File: src/pab_pkg.sv
// Shared types and constants for the phase accumulator bank.
package pab_pkg;

    localparam int CH_W       = 4;
    localparam int PHASE_W    = 14;
    localparam int FREQ_W     = 16;
    localparam int STEP_SHIFT = 2;

    typedef enum logic {
        MODE_TICK  = 1'b0,
        MODE_WRITE = 1'b1
    } t_mode;

    typedef enum logic {
        SEQ_IDLE,
        SEQ_RUN
    } t_seq_state;

    typedef struct packed {
        logic issue;
        logic last;
    } t_seq_ctl;

    typedef struct packed {
        logic [CH_W-1:0]    out_channel;
        logic [PHASE_W-1:0] phase;
        logic               last;
    } t_result;

endpackage

File: src/pab_ram.sv
// Generic single-port-write, single-port-read RAM with registered read data.
module pab_ram #(
    parameter int WIDTH = 16,
    parameter int DEPTH = 16
) (
    input  logic                                 i_clk,
    input  logic                                 i_we,
    input  logic [(DEPTH > 1 ? $clog2(DEPTH) : 1)-1:0] i_waddr,
    input  logic [WIDTH-1:0]                     i_wdata,
    input  logic [(DEPTH > 1 ? $clog2(DEPTH) : 1)-1:0] i_raddr,
    output logic [WIDTH-1:0]                     o_rdata
);

    logic [WIDTH-1:0] r_mem [DEPTH];
    logic [WIDTH-1:0] r_rdata;

    always_ff @(posedge i_clk) begin
        if (i_we) begin
            r_mem[i_waddr] <= i_wdata;
        end
        r_rdata <= r_mem[i_raddr];
    end

    assign o_rdata = r_rdata;

endmodule

File: src/pab_seq.sv
// Channel sequencer: walks every channel once per tick, one read issue per cycle while i_can_issue is high.
module pab_seq #(
    parameter int CHANNELS = 16,
    parameter int IDX_W    = 4
) (
    input  logic              i_clk,
    input  logic              i_rst_n,
    input  logic              i_start,
    input  logic              i_can_issue,
    output logic              o_busy,
    output pab_pkg::t_seq_ctl o_ctl,
    output logic [IDX_W-1:0]  o_idx
);

    pab_pkg::t_seq_state r_state, n_state;
    logic [IDX_W-1:0]    r_idx, n_idx;
    logic                is_last;

    assign is_last = (r_idx == IDX_W'(CHANNELS - 1));

    always_comb begin
        n_state = r_state;
        case (r_state)
            pab_pkg::SEQ_IDLE: begin
                if (i_start) n_state = pab_pkg::SEQ_RUN;
            end
            pab_pkg::SEQ_RUN: begin
                if (i_can_issue && is_last) n_state = pab_pkg::SEQ_IDLE;
            end
            default: n_state = pab_pkg::SEQ_IDLE;
        endcase
    end

    always_comb begin
        n_idx = r_idx;
        if (r_state == pab_pkg::SEQ_IDLE) begin
            n_idx = '0;
        end else if (i_can_issue && !is_last) begin
            n_idx = r_idx + 1'b1;
        end
    end

    always_comb begin
        o_busy    = (r_state == pab_pkg::SEQ_RUN);
        o_ctl     = '0;
        o_ctl.issue = o_busy && i_can_issue;
        o_ctl.last  = is_last;
        o_idx     = r_idx;
    end

    always_ff @(posedge i_clk) begin
        if (!i_rst_n) begin
            r_state <= pab_pkg::SEQ_IDLE;
            r_idx   <= '0;
        end else begin
            r_state <= n_state;
            r_idx   <= n_idx;
        end
    end

endmodule

File: src/pab_outq.sv
// Two-entry result queue that decouples the update path from a stalling receiver.
module pab_outq (
    input  logic             i_clk,
    input  logic             i_rst_n,
    input  logic             i_push,
    input  pab_pkg::t_result i_data,
    input  logic             i_stall,
    output logic             o_valid,
    output pab_pkg::t_result o_data,
    output logic [1:0]       o_count
);

    pab_pkg::t_result r_buf [2];
    logic             r_wp, r_rp;
    logic [1:0]       r_count;
    logic             pop;

    assign o_valid = (r_count != 2'd0);
    assign o_data  = r_buf[r_rp];
    assign o_count = r_count;
    assign pop     = o_valid && !i_stall;

    always_ff @(posedge i_clk) begin
        if (i_push) begin
            r_buf[r_wp] <= i_data;
        end
    end

    always_ff @(posedge i_clk) begin
        if (!i_rst_n) begin
            r_wp    <= 1'b0;
            r_rp    <= 1'b0;
            r_count <= 2'd0;
        end else begin
            if (i_push) r_wp <= ~r_wp;
            if (pop)    r_rp <= ~r_rp;
            r_count <= r_count + {1'b0, i_push} - {1'b0, pop};
        end
    end

endmodule

File: src/phase_accumulator_bank.sv
// Top level of the phase accumulator bank.
//
// Input channel (i_valid / o_stall): an item with i_mode = 1 writes a frequency
// word for i_channel, clamped to 4*PHASE_MODULUS-1; writes to channels at or
// beyond CHANNELS are dropped. An item with i_mode = 0 is a tick: every phase
// advances by its frequency word divided by four, wrapped modulo PHASE_MODULUS.
// Output channel (o_valid / i_stall): a tick gives CHANNELS items in channel
// order, o_last marking the final channel. A write gives none.
// Phases and frequency words sit in two RAMs with registered reads; the
// sequencer reads one channel per cycle while the result queue has room, and
// writes the new phase back on the following cycle. The first item of a tick
// passes through the sequencer, the RAM read register and the result queue;
// the rest follow one per cycle while i_stall is low. o_stall rises the cycle
// after a tick is taken and stays high until the read of the last channel is
// issued, so no new item is taken during the walk; a write leaves o_stall low.
// When the receiver stalls, a two-entry queue holds results and the walk
// pauses. Reset clears all phases and frequency words to zero through
// per-channel valid bits, with no clearing pass.
module phase_accumulator_bank #(
    parameter int CHANNELS      = 16,
    parameter int PHASE_MODULUS = 10000
) (
    input  logic                         i_clk,
    input  logic                         i_rst_n,
    input  logic                         i_valid,
    output logic                         o_stall,
    input  logic                         i_mode,
    input  logic [pab_pkg::CH_W-1:0]     i_channel,
    input  logic [pab_pkg::FREQ_W-1:0]   i_freq_word,
    output logic                         o_valid,
    input  logic                         i_stall,
    output logic [pab_pkg::CH_W-1:0]     o_out_channel,
    output logic [pab_pkg::PHASE_W-1:0]  o_phase,
    output logic                         o_last
);

    localparam int IDX_W = (CHANNELS > 1) ? $clog2(CHANNELS) : 1;
    localparam logic [pab_pkg::FREQ_W-1:0] FREQ_LIMIT =
        pab_pkg::FREQ_W'(4 * PHASE_MODULUS - 1);
    localparam logic [pab_pkg::PHASE_W:0] MODULUS = (pab_pkg::PHASE_W + 1)'(PHASE_MODULUS);

    logic                        busy;
    pab_pkg::t_seq_ctl           ctl;
    logic [IDX_W-1:0]            seq_idx;
    logic                        in_acc, tick_acc, wr_acc;
    logic [pab_pkg::FREQ_W-1:0]  freq_clamped;
    logic [CHANNELS-1:0]         r_fvld, r_pvld;
    logic                        r_rd_pend, r_rd_last, r_rd_fvld, r_rd_pvld;
    logic [IDX_W-1:0]            r_rd_idx;
    logic [pab_pkg::FREQ_W-1:0]  freq_rd, freq_eff;
    logic [pab_pkg::PHASE_W-1:0] phase_rd, phase_eff, step, phase_new;
    logic [pab_pkg::PHASE_W:0]   sum;
    pab_pkg::t_result            res, q_data;
    logic [1:0]                  q_count;
    logic [2:0]                  occ;
    logic                        pop, can_issue;

    assign in_acc   = i_valid && !o_stall;
    assign tick_acc = in_acc && (pab_pkg::t_mode'(i_mode) == pab_pkg::MODE_TICK);
    assign wr_acc   = in_acc && (pab_pkg::t_mode'(i_mode) == pab_pkg::MODE_WRITE)
                      && (int'(i_channel) < CHANNELS);
    assign freq_clamped = (i_freq_word > FREQ_LIMIT) ? FREQ_LIMIT : i_freq_word;
    assign o_stall  = busy;

    assign pop       = o_valid && !i_stall;
    assign occ       = {1'b0, q_count} + {2'b0, r_rd_pend};
    assign can_issue = (occ < 3'd2) || ((occ == 3'd2) && pop);

    pab_seq #(
        .CHANNELS (CHANNELS),
        .IDX_W    (IDX_W)
    ) u_seq (
        .i_clk       (i_clk),
        .i_rst_n     (i_rst_n),
        .i_start     (tick_acc),
        .i_can_issue (can_issue),
        .o_busy      (busy),
        .o_ctl       (ctl),
        .o_idx       (seq_idx)
    );

    pab_ram #(
        .WIDTH (pab_pkg::FREQ_W),
        .DEPTH (CHANNELS)
    ) u_freq_ram (
        .i_clk   (i_clk),
        .i_we    (wr_acc),
        .i_waddr (IDX_W'(i_channel)),
        .i_wdata (freq_clamped),
        .i_raddr (seq_idx),
        .o_rdata (freq_rd)
    );

    pab_ram #(
        .WIDTH (pab_pkg::PHASE_W),
        .DEPTH (CHANNELS)
    ) u_phase_ram (
        .i_clk   (i_clk),
        .i_we    (r_rd_pend),
        .i_waddr (r_rd_idx),
        .i_wdata (phase_new),
        .i_raddr (seq_idx),
        .o_rdata (phase_rd)
    );

    // unwritten entries read as zero
    assign freq_eff  = r_rd_fvld ? freq_rd : '0;
    assign phase_eff = r_rd_pvld ? phase_rd : '0;
    assign step      = pab_pkg::PHASE_W'(freq_eff >> pab_pkg::STEP_SHIFT);
    assign sum       = {1'b0, phase_eff} + {1'b0, step};
    assign phase_new = (sum >= MODULUS) ? pab_pkg::PHASE_W'(sum - MODULUS)
                                        : pab_pkg::PHASE_W'(sum);

    always_comb begin
        res.out_channel = pab_pkg::CH_W'(r_rd_idx);
        res.phase       = phase_new;
        res.last        = r_rd_last;
    end

    always_ff @(posedge i_clk) begin
        if (!i_rst_n) begin
            r_rd_pend <= 1'b0;
            r_fvld    <= '0;
            r_pvld    <= '0;
        end else begin
            r_rd_pend <= ctl.issue;
            if (wr_acc)    r_fvld[IDX_W'(i_channel)] <= 1'b1;
            if (r_rd_pend) r_pvld[r_rd_idx] <= 1'b1;
        end
    end

    always_ff @(posedge i_clk) begin
        if (ctl.issue) begin
            r_rd_idx  <= seq_idx;
            r_rd_last <= ctl.last;
            r_rd_fvld <= r_fvld[seq_idx];
            r_rd_pvld <= r_pvld[seq_idx];
        end
    end

    pab_outq u_outq (
        .i_clk   (i_clk),
        .i_rst_n (i_rst_n),
        .i_push  (r_rd_pend),
        .i_data  (res),
        .i_stall (i_stall),
        .o_valid (o_valid),
        .o_data  (q_data),
        .o_count (q_count)
    );

    assign o_out_channel = q_data.out_channel;
    assign o_phase       = q_data.phase;
    assign o_last        = q_data.last;

    a_queue_room: assert property (@(posedge i_clk) disable iff (!i_rst_n)
        r_rd_pend |-> ((q_count < 2'd2) || pop))
        else $error("result queue overflow");

    a_tick_busy: assert property (@(posedge i_clk) disable iff (!i_rst_n)
        tick_acc |=> o_stall)
        else $error("tick taken without starting the walk");

    a_last_channel: assert property (@(posedge i_clk) disable iff (!i_rst_n)
        (o_valid && o_last) |-> (o_out_channel == pab_pkg::CH_W'(CHANNELS - 1)))
        else $error("last mark on wrong channel");

    a_phase_range: assert property (@(posedge i_clk) disable iff (!i_rst_n)
        o_valid |-> ({1'b0, o_phase} < MODULUS))
        else $error("phase out of range");

endmodule

File: config.mk
export PLATFORM = sky130hd
export DESIGN_NAME = phase_accumulator_bank
export DESIGN_NICKNAME = d
export VERILOG_FILES = /design/src/pab_pkg.sv /design/src/pab_ram.sv /design/src/pab_seq.sv /design/src/pab_outq.sv /design/src/phase_accumulator_bank.sv
export SDC_FILE = /design/constraint.sdc
export NUM_CORES = 1
export LEC_CHECK = 0
export ABC_CLOCK_PERIOD_IN_PS = 8300
export BUFFER_PORTS_ARGS = -buffer_cell sky130_fd_sc_hd__buf_2
export CAP_MARGIN = 25
export CORE_MARGIN = 10
export CORE_UTILIZATION = 40
export DETAILED_ROUTE_END_ITERATION = 12
export PLACE_DENSITY_LB_ADDON = 0.2
export SKIP_CTS_REPAIR_TIMING = 1
export SYNTH_ARGS = -nofsm -noshare
export SYNTH_HDL_FRONTEND = slang
export SYNTH_SLANG_ARGS = --single-unit
File: constraint.sdc
create_clock -name i_clk -period 8.3 [get_ports i_clk]
set_clock_uncertainty 0.2 [all_clocks]
set_input_delay 0.83 -clock i_clk [delete_from_list [all_inputs] [get_ports i_clk]]
set_output_delay 0.83 -clock i_clk [all_outputs]
set_load 0.03 [all_outputs]
* Yosys cells after proc, flatten, opt, wreduce, memory -nomap -nowiden *
Memory sizes are Yosys's and may differ from the RTL's. A register that Yosys moved wholly into a read port is not among the register bits.
Index checks and enable logic that the tools add are counted.

storage, ports and cells
  register bits after elaboration = 49
  memory bits (writable) = 518
  word-level logic and storage cells = 74
  memories = 3

operators by class
  $add $sub $neg = 6
  magnitude comparators = 8
  equality and inequality tests = 2
  multiplexer cells = 21
  bitwise logic cells = 6
  reduce and logical (&&, ||, !) cells = 16

memories
  memory             words  width  rd ports  clocked after memory_dff  wr ports  RTL line        source
  u_freq_ram.r_mem   16     16     1         1                         1         pab_ram.sv:14   logic [WIDTH-1:0] r_mem [DEPTH];
  u_phase_ram.r_mem  16     14     1         1                         1         pab_ram.sv:14
  u_outq.r_buf       2      19     1         1                         1         pab_outq.sv:13  pab_pkg::t_result r_buf [2];

operators with widths
  operator                                                     number
  two-way mux 16 bit                                           2
  OR 16 bit                                                    2
  two-way mux 14 bit                                           2
  greater-than comparator 16 bit (second input constant)       1
  adder 14 x 14 -> 15 bit                                      1
  >= comparator 15 x 14 -> 1 bit (second input constant)       1
  less-than comparator 4 x 5 -> 1 bit (second input constant)  3
  subtractor 14 bit (second input constant)                    1
  two-way mux 1 bit                                            12
  logical AND 1 bit                                            10
  binary-select mux 1 bit (select 4 bit)                       2
  demux 1 bit (select 4 bit)                                   2
  >= comparator 4 x 1 -> 1 bit (second input constant)         2
  adder 4 x 1 -> 4 bit (second input constant)                 1
  == test 4 bit (second input constant)                        1
  NOT 1 bit                                                    4
  adder 2 x 1 -> 3 bit                                         1
  == test 3 x 2 -> 1 bit (second input constant)               1
  zero test 1 bit                                              3
  less-than comparator 3 x 2 -> 1 bit (second input constant)  1
  adder 2 x 1 -> 2 bit                                         1
  case mux 1 bit (2 select lines)                              1
  AND reduction 2 bit                                          1
  nonzero test 2 bit                                           1
  2 further kinds                                              2

* Depth between registers and ports, before layout *
Gate-level depths: netlist of run 1.

  word-level depth = 7
  gate-level depth with buffers = 14
  depth with buffers taken out = 13

* Modules after synthesis *
From an unflattened synthesis of run 1, not the netlist that was laid out.

second synthesis, totals
  cell total of the unflattened synthesis = 1,247
  area, all modules = 23,756.5 µm²

by module, submodules not included
  module                  times used  cells an instance  area an instance (µm²)  seq. area each (µm²)
  pab_ram (u_freq_ram)    1           432                10,043.4                8,007.7
  pab_ram (u_phase_ram)   1           379                8,763.4                 7,006.7
  phase_accumulator_bank  1           328                3,047.9                 870.8
  pab_outq                1           81                 1,664.1                 1,241.2
  pab_seq                 1           27                 237.7                   100.1

* Worst setup path after synthesis of run 1 *
Ideal clock, no wire load.

  kind = register to register
  start point = register r_rd_pvld
  end point = memory u_outq.r_buf[0][6] in the netlist's numbering, data pin
  arrival = 3.464 ns
  setup slack = 4.290 ns
  cell stages (with the launch flop) = 12
  buffers on the path = 1
  path through = edfxtp_1 -> clkbuf_1 -> and2_1 -> ha_1 -> fa_1 -> xor2_1 -> nor3_1 -> nand2_1 -> nor2_1 -> o311ai_4 -> a41oi_4 -> o21ai_0

between the ends
  longest elaborated chain between the ends = 4
  elaborated cells between the ends (all ways) = 5
  those cells by class = add/sub (2); order compare (1); mux (2)

ends and longest elaborated chain
  element                                                                     RTL line                       source
  start, declared                                                             phase_accumulator_bank.sv:48   logic r_rd_pend, r_rd_last, r_rd_fvld, r_rd_pvld;
  start signal, assigned                                                      phase_accumulator_bank.sv:137  r_rd_pvld <= r_pvld[seq_idx];
  two-way mux 14 bit *                                                        phase_accumulator_bank.sv:108  assign phase_eff = r_rd_pvld ? phase_rd : '0;
  adder 14 x 14 -> 15 bit *                                                   phase_accumulator_bank.sv:110  assign sum = {1'b0, phase_eff} + {1'b0, step};
  subtractor 14 bit / >= comparator 15 x 14 -> 1 bit (equally long branches)  phase_accumulator_bank.sv:111  assign phase_new = (sum >= MODULUS) ? pab_pkg::PHASE_W'(sum - MODULUS)
  two-way mux 14 bit *                                                        phase_accumulator_bank.sv:111
  net phase_new, one bit                                                      phase_accumulator_bank.sv:51   logic [pab_pkg::PHASE_W-1:0] phase_rd, phase_eff, step, phase_new;
  end, declared                                                               pab_outq.sv:13

The timed path passes the listed nets; every way through them passes the cells marked *.

* Final worst setup path of run 1 *
  start point = register r_rd_pvld
  end point = memory u_phase_ram.r_mem[11][7] in the netlist's numbering, data pin

between the ends
  longest elaborated chain between the ends = 4
  elaborated cells between the ends (all ways) = 5
  those cells by class = add/sub (2); order compare (1); mux (2)

ends and longest elaborated chain
  element                                                                     RTL line
  two-way mux 14 bit *                                                        phase_accumulator_bank.sv:108
  adder 14 x 14 -> 15 bit *                                                   phase_accumulator_bank.sv:110
  subtractor 14 bit / >= comparator 15 x 14 -> 1 bit (equally long branches)  phase_accumulator_bank.sv:111
  two-way mux 14 bit *                                                        phase_accumulator_bank.sv:111
  net phase_new, one bit                                                      phase_accumulator_bank.sv:51
  end, declared                                                               pab_ram.sv:14

Marked as above.

==> metrics.yaml, run 1 <==
timing:
  fmax_mhz: 234.9
  final-setup-viol-count: 0
  drv_slew: 0
  worst_pin_slew_ns: 1.039
  grt_setup_unrepaired: "no"
  min_period_ns: 4.258
  setup_tns_ns: 0
  slew_headroom_pct: 30.76
  finalHoldViolCount: 0
  hold_ws_ns: 0.2593
  finalCritPeriodShare_pct: 51.30
place:
  dp.cells: 1836
  port_buffers: 43
  place_area_um2: 23560
  gp_congestion: 0.7897
  dp_hpwl_um: 28580
route:
  met2WireLength_um: 23460
  vias: 10470
  viasPerCell: 5.375
  routed_wl_um: 47830
  drcViolationCount: 0
  dr.pass1.iters: 4
  drt_iter0_drc: 770
  wire_per_inst_um: 24.57
  wl_met3_um: 1733
  routed.top_layer: "met4"
  met1_length_um: 21840
  postRouteAntennaNets: 0
global_routing:
  antenna_found_initial: 1
  gr-usage-all-layers_pct: 15.09
  grt_pass1_vias: 11210
  grt_remaining_overflow: 0
  grt_pass1_wl_um: 72570
  grt_max_degree: 64
layout:
  final_core_util_pct: 46.40
  nets: 1244
  fillerInstances: 4615
  fin_cells: 1947
  drive_gt1_share_pct: 32.66
  syn_to_final_growth_pct: 15.10
  diodes: 0
  multiInputGateArea_um2: 5771
  seq_area_um2: 16240
  final_area_um2: 25460
floorplan:
  io_pins: 46
  initial_core_util_pct: 40.31
  rows: 86
  dieWidth_um: 255.2
  core_um2: 54880
  fp.dieArea_um2: 65110
  fp.dieH_um: 255.2
synthesis:
  synth-seq-cells: 564
  synthMuxAreaShare_pct: 16.34
  async_flop_share_pct: 0
  yosys.area.top_type_share_pct: 66.93
  netlist_top_cells_area: "edfxtp_1 67%, mux4_2 15%, dfxtp_1 6.4%"
  avgSynthCellArea_um2: 20.31
  synth-compound-area-share_pct: 3.230
  synth.distinct_cells: 58
  synth_top_area_cell: "edfxtp_1"
  ys.warnings.count: 0
  syn_nets: 1137
  synth-simple-area-share_pct: 3.937
  synth-xor-area-share_pct: 0.7862
  syn_area_um2: 22120
  netlist_top_cells_count: "493 x edfxtp_1, 150 x mux4_2, 71 x dfxtp_1"
  post_synth_inst_count: 1089
  synth_top_family_by_area: "multiplexers"
  synth-edff-count: 493
  ys_seq_area_share_pct: 73.35
  ys.flop_type: "edfxtp_1"
  synthAdderAreaFrac_pct: 1.335
  synth.most_common_cell: "edfxtp_1"
power:
  p_sw_mw: 1.337
  ir_drop_mv: 0.1650
  pwr-share-seq_pct: 52.3
  p_leak_nw: 8.263
  power_density_nw_per_um2: 241.0
  p_int_mw: 4.799
  p_clk_share_pct: 40.3
  p_comb_share_pct: 7.5
  switching_share_pct: 21.79
critical_path:
  cp-start-kind: "register"
  worst-setup-path-type: "reg -> reg"
  endpoint_kind: "register"
  worst-path-max-fanout: 17
  cp.arrival_ns: 4.50
  required_ns: 8.54
flow_run:
  maxCapViolations: 0
clock_network:
  root_buffer: "clkbuf_16"
  insertion_delay_ns: 0.60
  cts.htree.levels: 2
  cts_max_path_buffers: 3
  cts_inserted_buffers: 56
  clkSinkCount: 564
  cts.clk_slew.worst_paths_ns: 0.06
  tritoncts: "built"
worst_hold_path:
  hp-class: "reg -> reg"
run_status:
  status: "completed"
-- power by group through the flow --
stage	sequential (mW)	combinational, mW	clock [mW]
after floorplan	3.25	0.315	0
after global placement	3.28	0.425	0
after detailed placement	3.28	0.438	0
after CTS	3.22	0.439	2.53
after global routing	3.21	0.503	2.66
final	3.21	0.459	2.47
-- per-layer routing --
| metal | GRT usage [%] | up-vias |
|---|---|---|
| li1 | - | 4658 |
| met1 | 20.74 | 5578 |
| met2 | 24.79 | 179 |
| met3 | 2.467 | 51 |
| met4 | 3.621 | 0 |
| met5 | 0 | - |
-- cell families (layout without fill, tap and decap cells) --
logic type	after synthesis	count (layout)
AOI/OAI and AO/OA	92	92
xor gates and xnor gates	19	19
adders and majority gates	23	23
buffers and inverters	57	211
DFF	564	564
muxes	171	171
and+or+nand+nor	163	163
-- per-stage QoR --
| step | power [mW] | setup slack [ns] |
|---|---|---|
| after detailed placement | 3.722 | 3.586 |
| after global routing | 6.369 | 3.649 |
| after CTS | 6.193 | 3.598 |
| after global placement | 3.709 | 3.515 |
| after floorplan | 3.567 | 4.290 |
| final | 6.135 | 4.042 |
-- flip-flops by register name (all words and copies together) (netlist names), named ones only --
register	flops
u_freq_ram.r_mem	224
u_phase_ram.r_mem	224
u_outq.r_buf	38
r_fvld	16
r_pvld	16
u_freq_ram.o_rdata	14
u_phase_ram.o_rdata	14
r_rd_idx	4
u_seq.o_idx	4
u_outq.o_count	2
r_rd_fvld	1
r_rd_last	1
r_rd_pend	1
r_rd_pvld	1
u_outq.r_rp	1
u_outq.r_wp	1
u_seq.o_busy	1
-- area by class of cell --
cell class	count	share of cell area [%]
Tap cell	704	3.460
Multi-Input combinational cell	468	22.66
Timing Repair Buffer	97	2.801
Clock inverter	15	0.4325
Sequential cell	564	63.77
Inverter	9	0.1327
Clock buffer	90	6.742
-- path summary, 6_finish.rpt --
| path | startpoint | endpoint | slack [ns] | depth (start not counted) |
|---|---|---|---|---|
| worst max-delay path | r_rd_pvld$_DFFE_PP_ | u_phase_ram.r_mem[11][7]$_DFFE_PP_ | 4.04 | 12 |
| worst min-delay path | r_fvld[7]$_SDFFE_PN0P_ | r_fvld[7]$_SDFFE_PN0P_ | 0.26 | 1 |
| worst max register to register | r_rd_pvld$_DFFE_PP_ | u_phase_ram.r_mem[11][7]$_DFFE_PP_ | 4.04 | 12 |
| worst min register to register | r_fvld[7]$_SDFFE_PN0P_ | r_fvld[7]$_SDFFE_PN0P_ | 0.26 | 1 |
-- placed cells by master, fill, tap and decap left out, types with 9 or more instances in the layout --
cell       instances
a21oi_1           15
and2_1            41
buf_2             43
buf_4             49
clkbuf_1          15
clkbuf_16         58
clkbuf_8          13
dfxtp_1           67
edfxtp_1         493
ha_1              22
inv_1              9
mux2_2            20
mux4_2           150
nand2_1           21
nand2b_1          13
nor2_1            19
nor2_2            24
o21a_1            35
xnor2_1           11
-- critical path, stage by stage, from the launching register on --
cell      delay [ns]
edfxtp_1        0.59
and2_1          0.23
ha_1            0.22
fa_1            0.43
a21oi_1         0.35
o21ai_1         0.13
a211oi_1        0.26
xnor2_1         0.31
o311ai_4        0.21
a41oi_4         0.36
nand4_1         0.16
xor2_1          0.34
buf_4           0.28
(Power assumes the default switching activity.)
==> inputs of run 2 (changes only) <==
Settings changed: ABC_CLOCK_PERIOD_IN_PS 8300 to 4200.
Clock period 8.3 ns to 4.2 ns, I/O delays scaled along.
==> run 2 against run 1 <==
Combinational power rose by 110%. Flip-flop and latch count did not move. Setup slack got worse by 3.6 ns. Cell count rose by 1.5%. First-iteration DRC count fell by 10%. Core utilization rose by 0.30 points. Register-to-register slack got worse by 3.6 ns. Design area rose by 0.65%. Global-route usage rose by 0.22 points. Worst hold slack got worse by 0.24 ns. Routed wire length rose by 1.6%. Die area did not move. Critical path type unchanged.
==> metrics.yaml, run 2 (synthesis gave the netlist of run 1 again) <==
run_status:
  status: "completed"
clock_network:
  insertion_delay_ns: 0.61  # about the same
  cts.htree.levels: 2  # unchanged
  root_buffer: "clkbuf_16"
  cts.clk_slew.worst_paths_ns: 0.06  # about the same
  cts_inserted_buffers: 57  # +1.8%
  cts_max_path_buffers: 3  # unchanged
  tritoncts: "built"
  clkSinkCount: 564  # unchanged
layout:
  mostFrequentLayoutCells: "493 x edfxtp_1, 150 x mux4_2, 76 x buf_4"
  top_regs: "u_freq_ram.r_mem x224, u_phase_ram.r_mem x224, u_outq.r_buf x38"
  nets: 1274  # +2.4%
  final_core_util_pct: 46.70  # +0.30 points
  drive_gt1_share_pct: 33.73  # +1.1 points
  diodes: 0  # unchanged
  final_common_cell: "edfxtp_1"
  syn_to_final_growth_pct: 15.86
  final_area_um2: 25630  # +0.65%
critical_path:
  cp.depth: 14  # +2
  cp.arrival_ns: 4.04  # -0.46 ns
  crit_buf_inv: 4  # +3
  cp-start-kind: "register"
  worst-setup-path-type: "reg -> reg"
  critical-path-top-delay-family: "compound AO/OA/AOI/OAI gates"
  rr_worst_depth: 14  # +2
  crit_slowest_cell: "fa_1"
  endpoint_kind: "register"
  required_ns: 4.44  # -4.10 ns
  slowest_delay_ns: 0.45  # -0.14 ns
  worst-path-max-fanout: 18  # +1
  cpMostUsedCell: "buf_4"
  crit_chain: "buf_4 -> and2_1 -> fa_1 -> a21oi_1 -> o211ai_1 -> a21oi_1 -> o21ai_0 -> xnor2_1 -> buf_4 -> a41oi_4 -> buf_4 -> nand4_1 -> xor2_1 -> buf_4"
place:
  post-place-ws_ns: -0.06752  # -3.653 ns
  gp_congestion: 0.7433  # -5.9%
  dp_hpwl_um: 28990  # +1.4%
  place_area_um2: 23830  # +1.2%
  port_buffers: 43  # unchanged
route:
  postRouteAntennaNets: 0  # unchanged
  drcViolationCount: 0  # unchanged
  vias: 10610  # +1.4%
  dr.pass1.iters: 5  # +1
  routed_wl_um: 48590  # +1.6%
  wire_per_inst_um: 24.59  # about the same
  drt_iter0_drc: 692  # -10%
  viasPerCell: 5.368  # -0.13%
worst_hold_path:
  min_path_cells: 3  # +2
  hp-class: "in -> reg"
power:
  p_leak_nw: 8.364  # +1.2%
  p_total_mw: 12.08  # +97%
  power_density_nw_per_um2: 471.3  # +96%
  ir_drop_mv: 0.3229  # +96%
timing:
  fmax_mhz: 262.9  # +12%
  drv_slew: 0  # unchanged
  final-setup-viol-count: 0  # unchanged
  worst_pin_slew_ns: 0.9388  # -0.09977 ns
  finalCritPeriodShare_pct: 90.56  # +39 points
  min_period_ns: 3.804  # -0.4541 ns
  grt_setup_unrepaired: "no"
  slew_headroom_pct: 37.29  # +6.5 points
  finalHoldViolCount: 0  # unchanged
  worst_slack_ns: 0.3964  # -3.646 ns
floorplan:
  fp.dieH_um: 255.2  # unchanged
  initial_core_util_pct: 40.31  # unchanged
  io_pins: 46  # unchanged
  dieWidth_um: 255.2  # unchanged
  fp.dieArea_um2: 65110  # unchanged
  core_um2: 54880  # unchanged
  rows: 86  # unchanged
global_routing:
  gr-usage-all-layers_pct: 15.30  # +0.22 points
  antenna_found_initial: 0  # -1
  grt_max_degree: 49  # -23%
  grt_pass1_wl_um: 72970  # +0.56%
  grt_remaining_overflow: 0  # unchanged
  grt_pass1_vias: 11220  # +0.071%
flow_run:
  maxCapViolations: 0  # unchanged
[run 2: changes by cell type in the layout (fill, tap and decap cells not counted), sizes merged]
cell and change:
inv +1, clkinv +11, clkbuf -15, bufinv +1, clkinvlp +2, buf +29
[run 2: worst register-to-register path, delay by kind of cell (launching register included)]
kind	cells	cell delay, ns
compound gates	5	1.11
xor+xnor	2	0.39
fa+ha+maj	1	0.45
buf+inv	4	0.77
flops	1	0.42
simple gates	2	0.29
[run 2: final cells by class]
class	count	area (µm²)
Fill cell	4647	29250
Clock inverter	30	207.7
Sequential cell	564	16240
Tap cell	704	880.8
Clock buffer	75	1567
Inverter	9	33.78
Timing Repair Buffer	126	932.1
Multi-Input combinational cell	468	5771
[run 2: path summary, 6_finish.rpt]
path	start	endpoint	slack [ns]
worst max-delay path	r_rd_pvld$_DFFE_PP_	u_phase_ram.r_mem[6][7]$_DFFE_PP_	0.40
worst min-delay path	i_mode	u_seq.o_busy$_SDFF_PN0_	0.02
worst max register to register	r_rd_pvld$_DFFE_PP_	u_phase_ram.r_mem[6][7]$_DFFE_PP_	0.40
worst min register to register	r_pvld[12]$_SDFFE_PN0P_	r_pvld[12]$_SDFFE_PN0P_	0.26
[run 2: report_power, final]
part	internal, mW	switching (mW)	leakage (nW)
Sequential	6.28	0.0508	5.14
Combinational	0.378	0.567	2.35
Clock	2.74	2.06	0.869
Total	9.40	2.68	8.36
[run 2: per-stage QoR]
stage               instances  setup TNS (ns)  hold WS (ns)
global route             1976               0       0.01178
global placement         1864         -0.1799        0.2349
detailed placement       1868          -1.209        0.2497
finish                   1976               0       0.01621
floorplan                1089               0        0.2064
CTS                      1973          -2.136      -0.01303
[run 2: per-layer routing]
metal / GRT usage, % / routed length [µm] / part of all wire [%] / up-vias
li1: - / - / - / 4744
met1: 20.64 / 21550 / 44 / 5627
met4: 3.281 / 711 / 1.5 / 0
met3: 2.863 / 1998 / 4.1 / 54
met2: 25.49 / 24330 / 50 / 183
met5: 0 / 0 / 0 / -
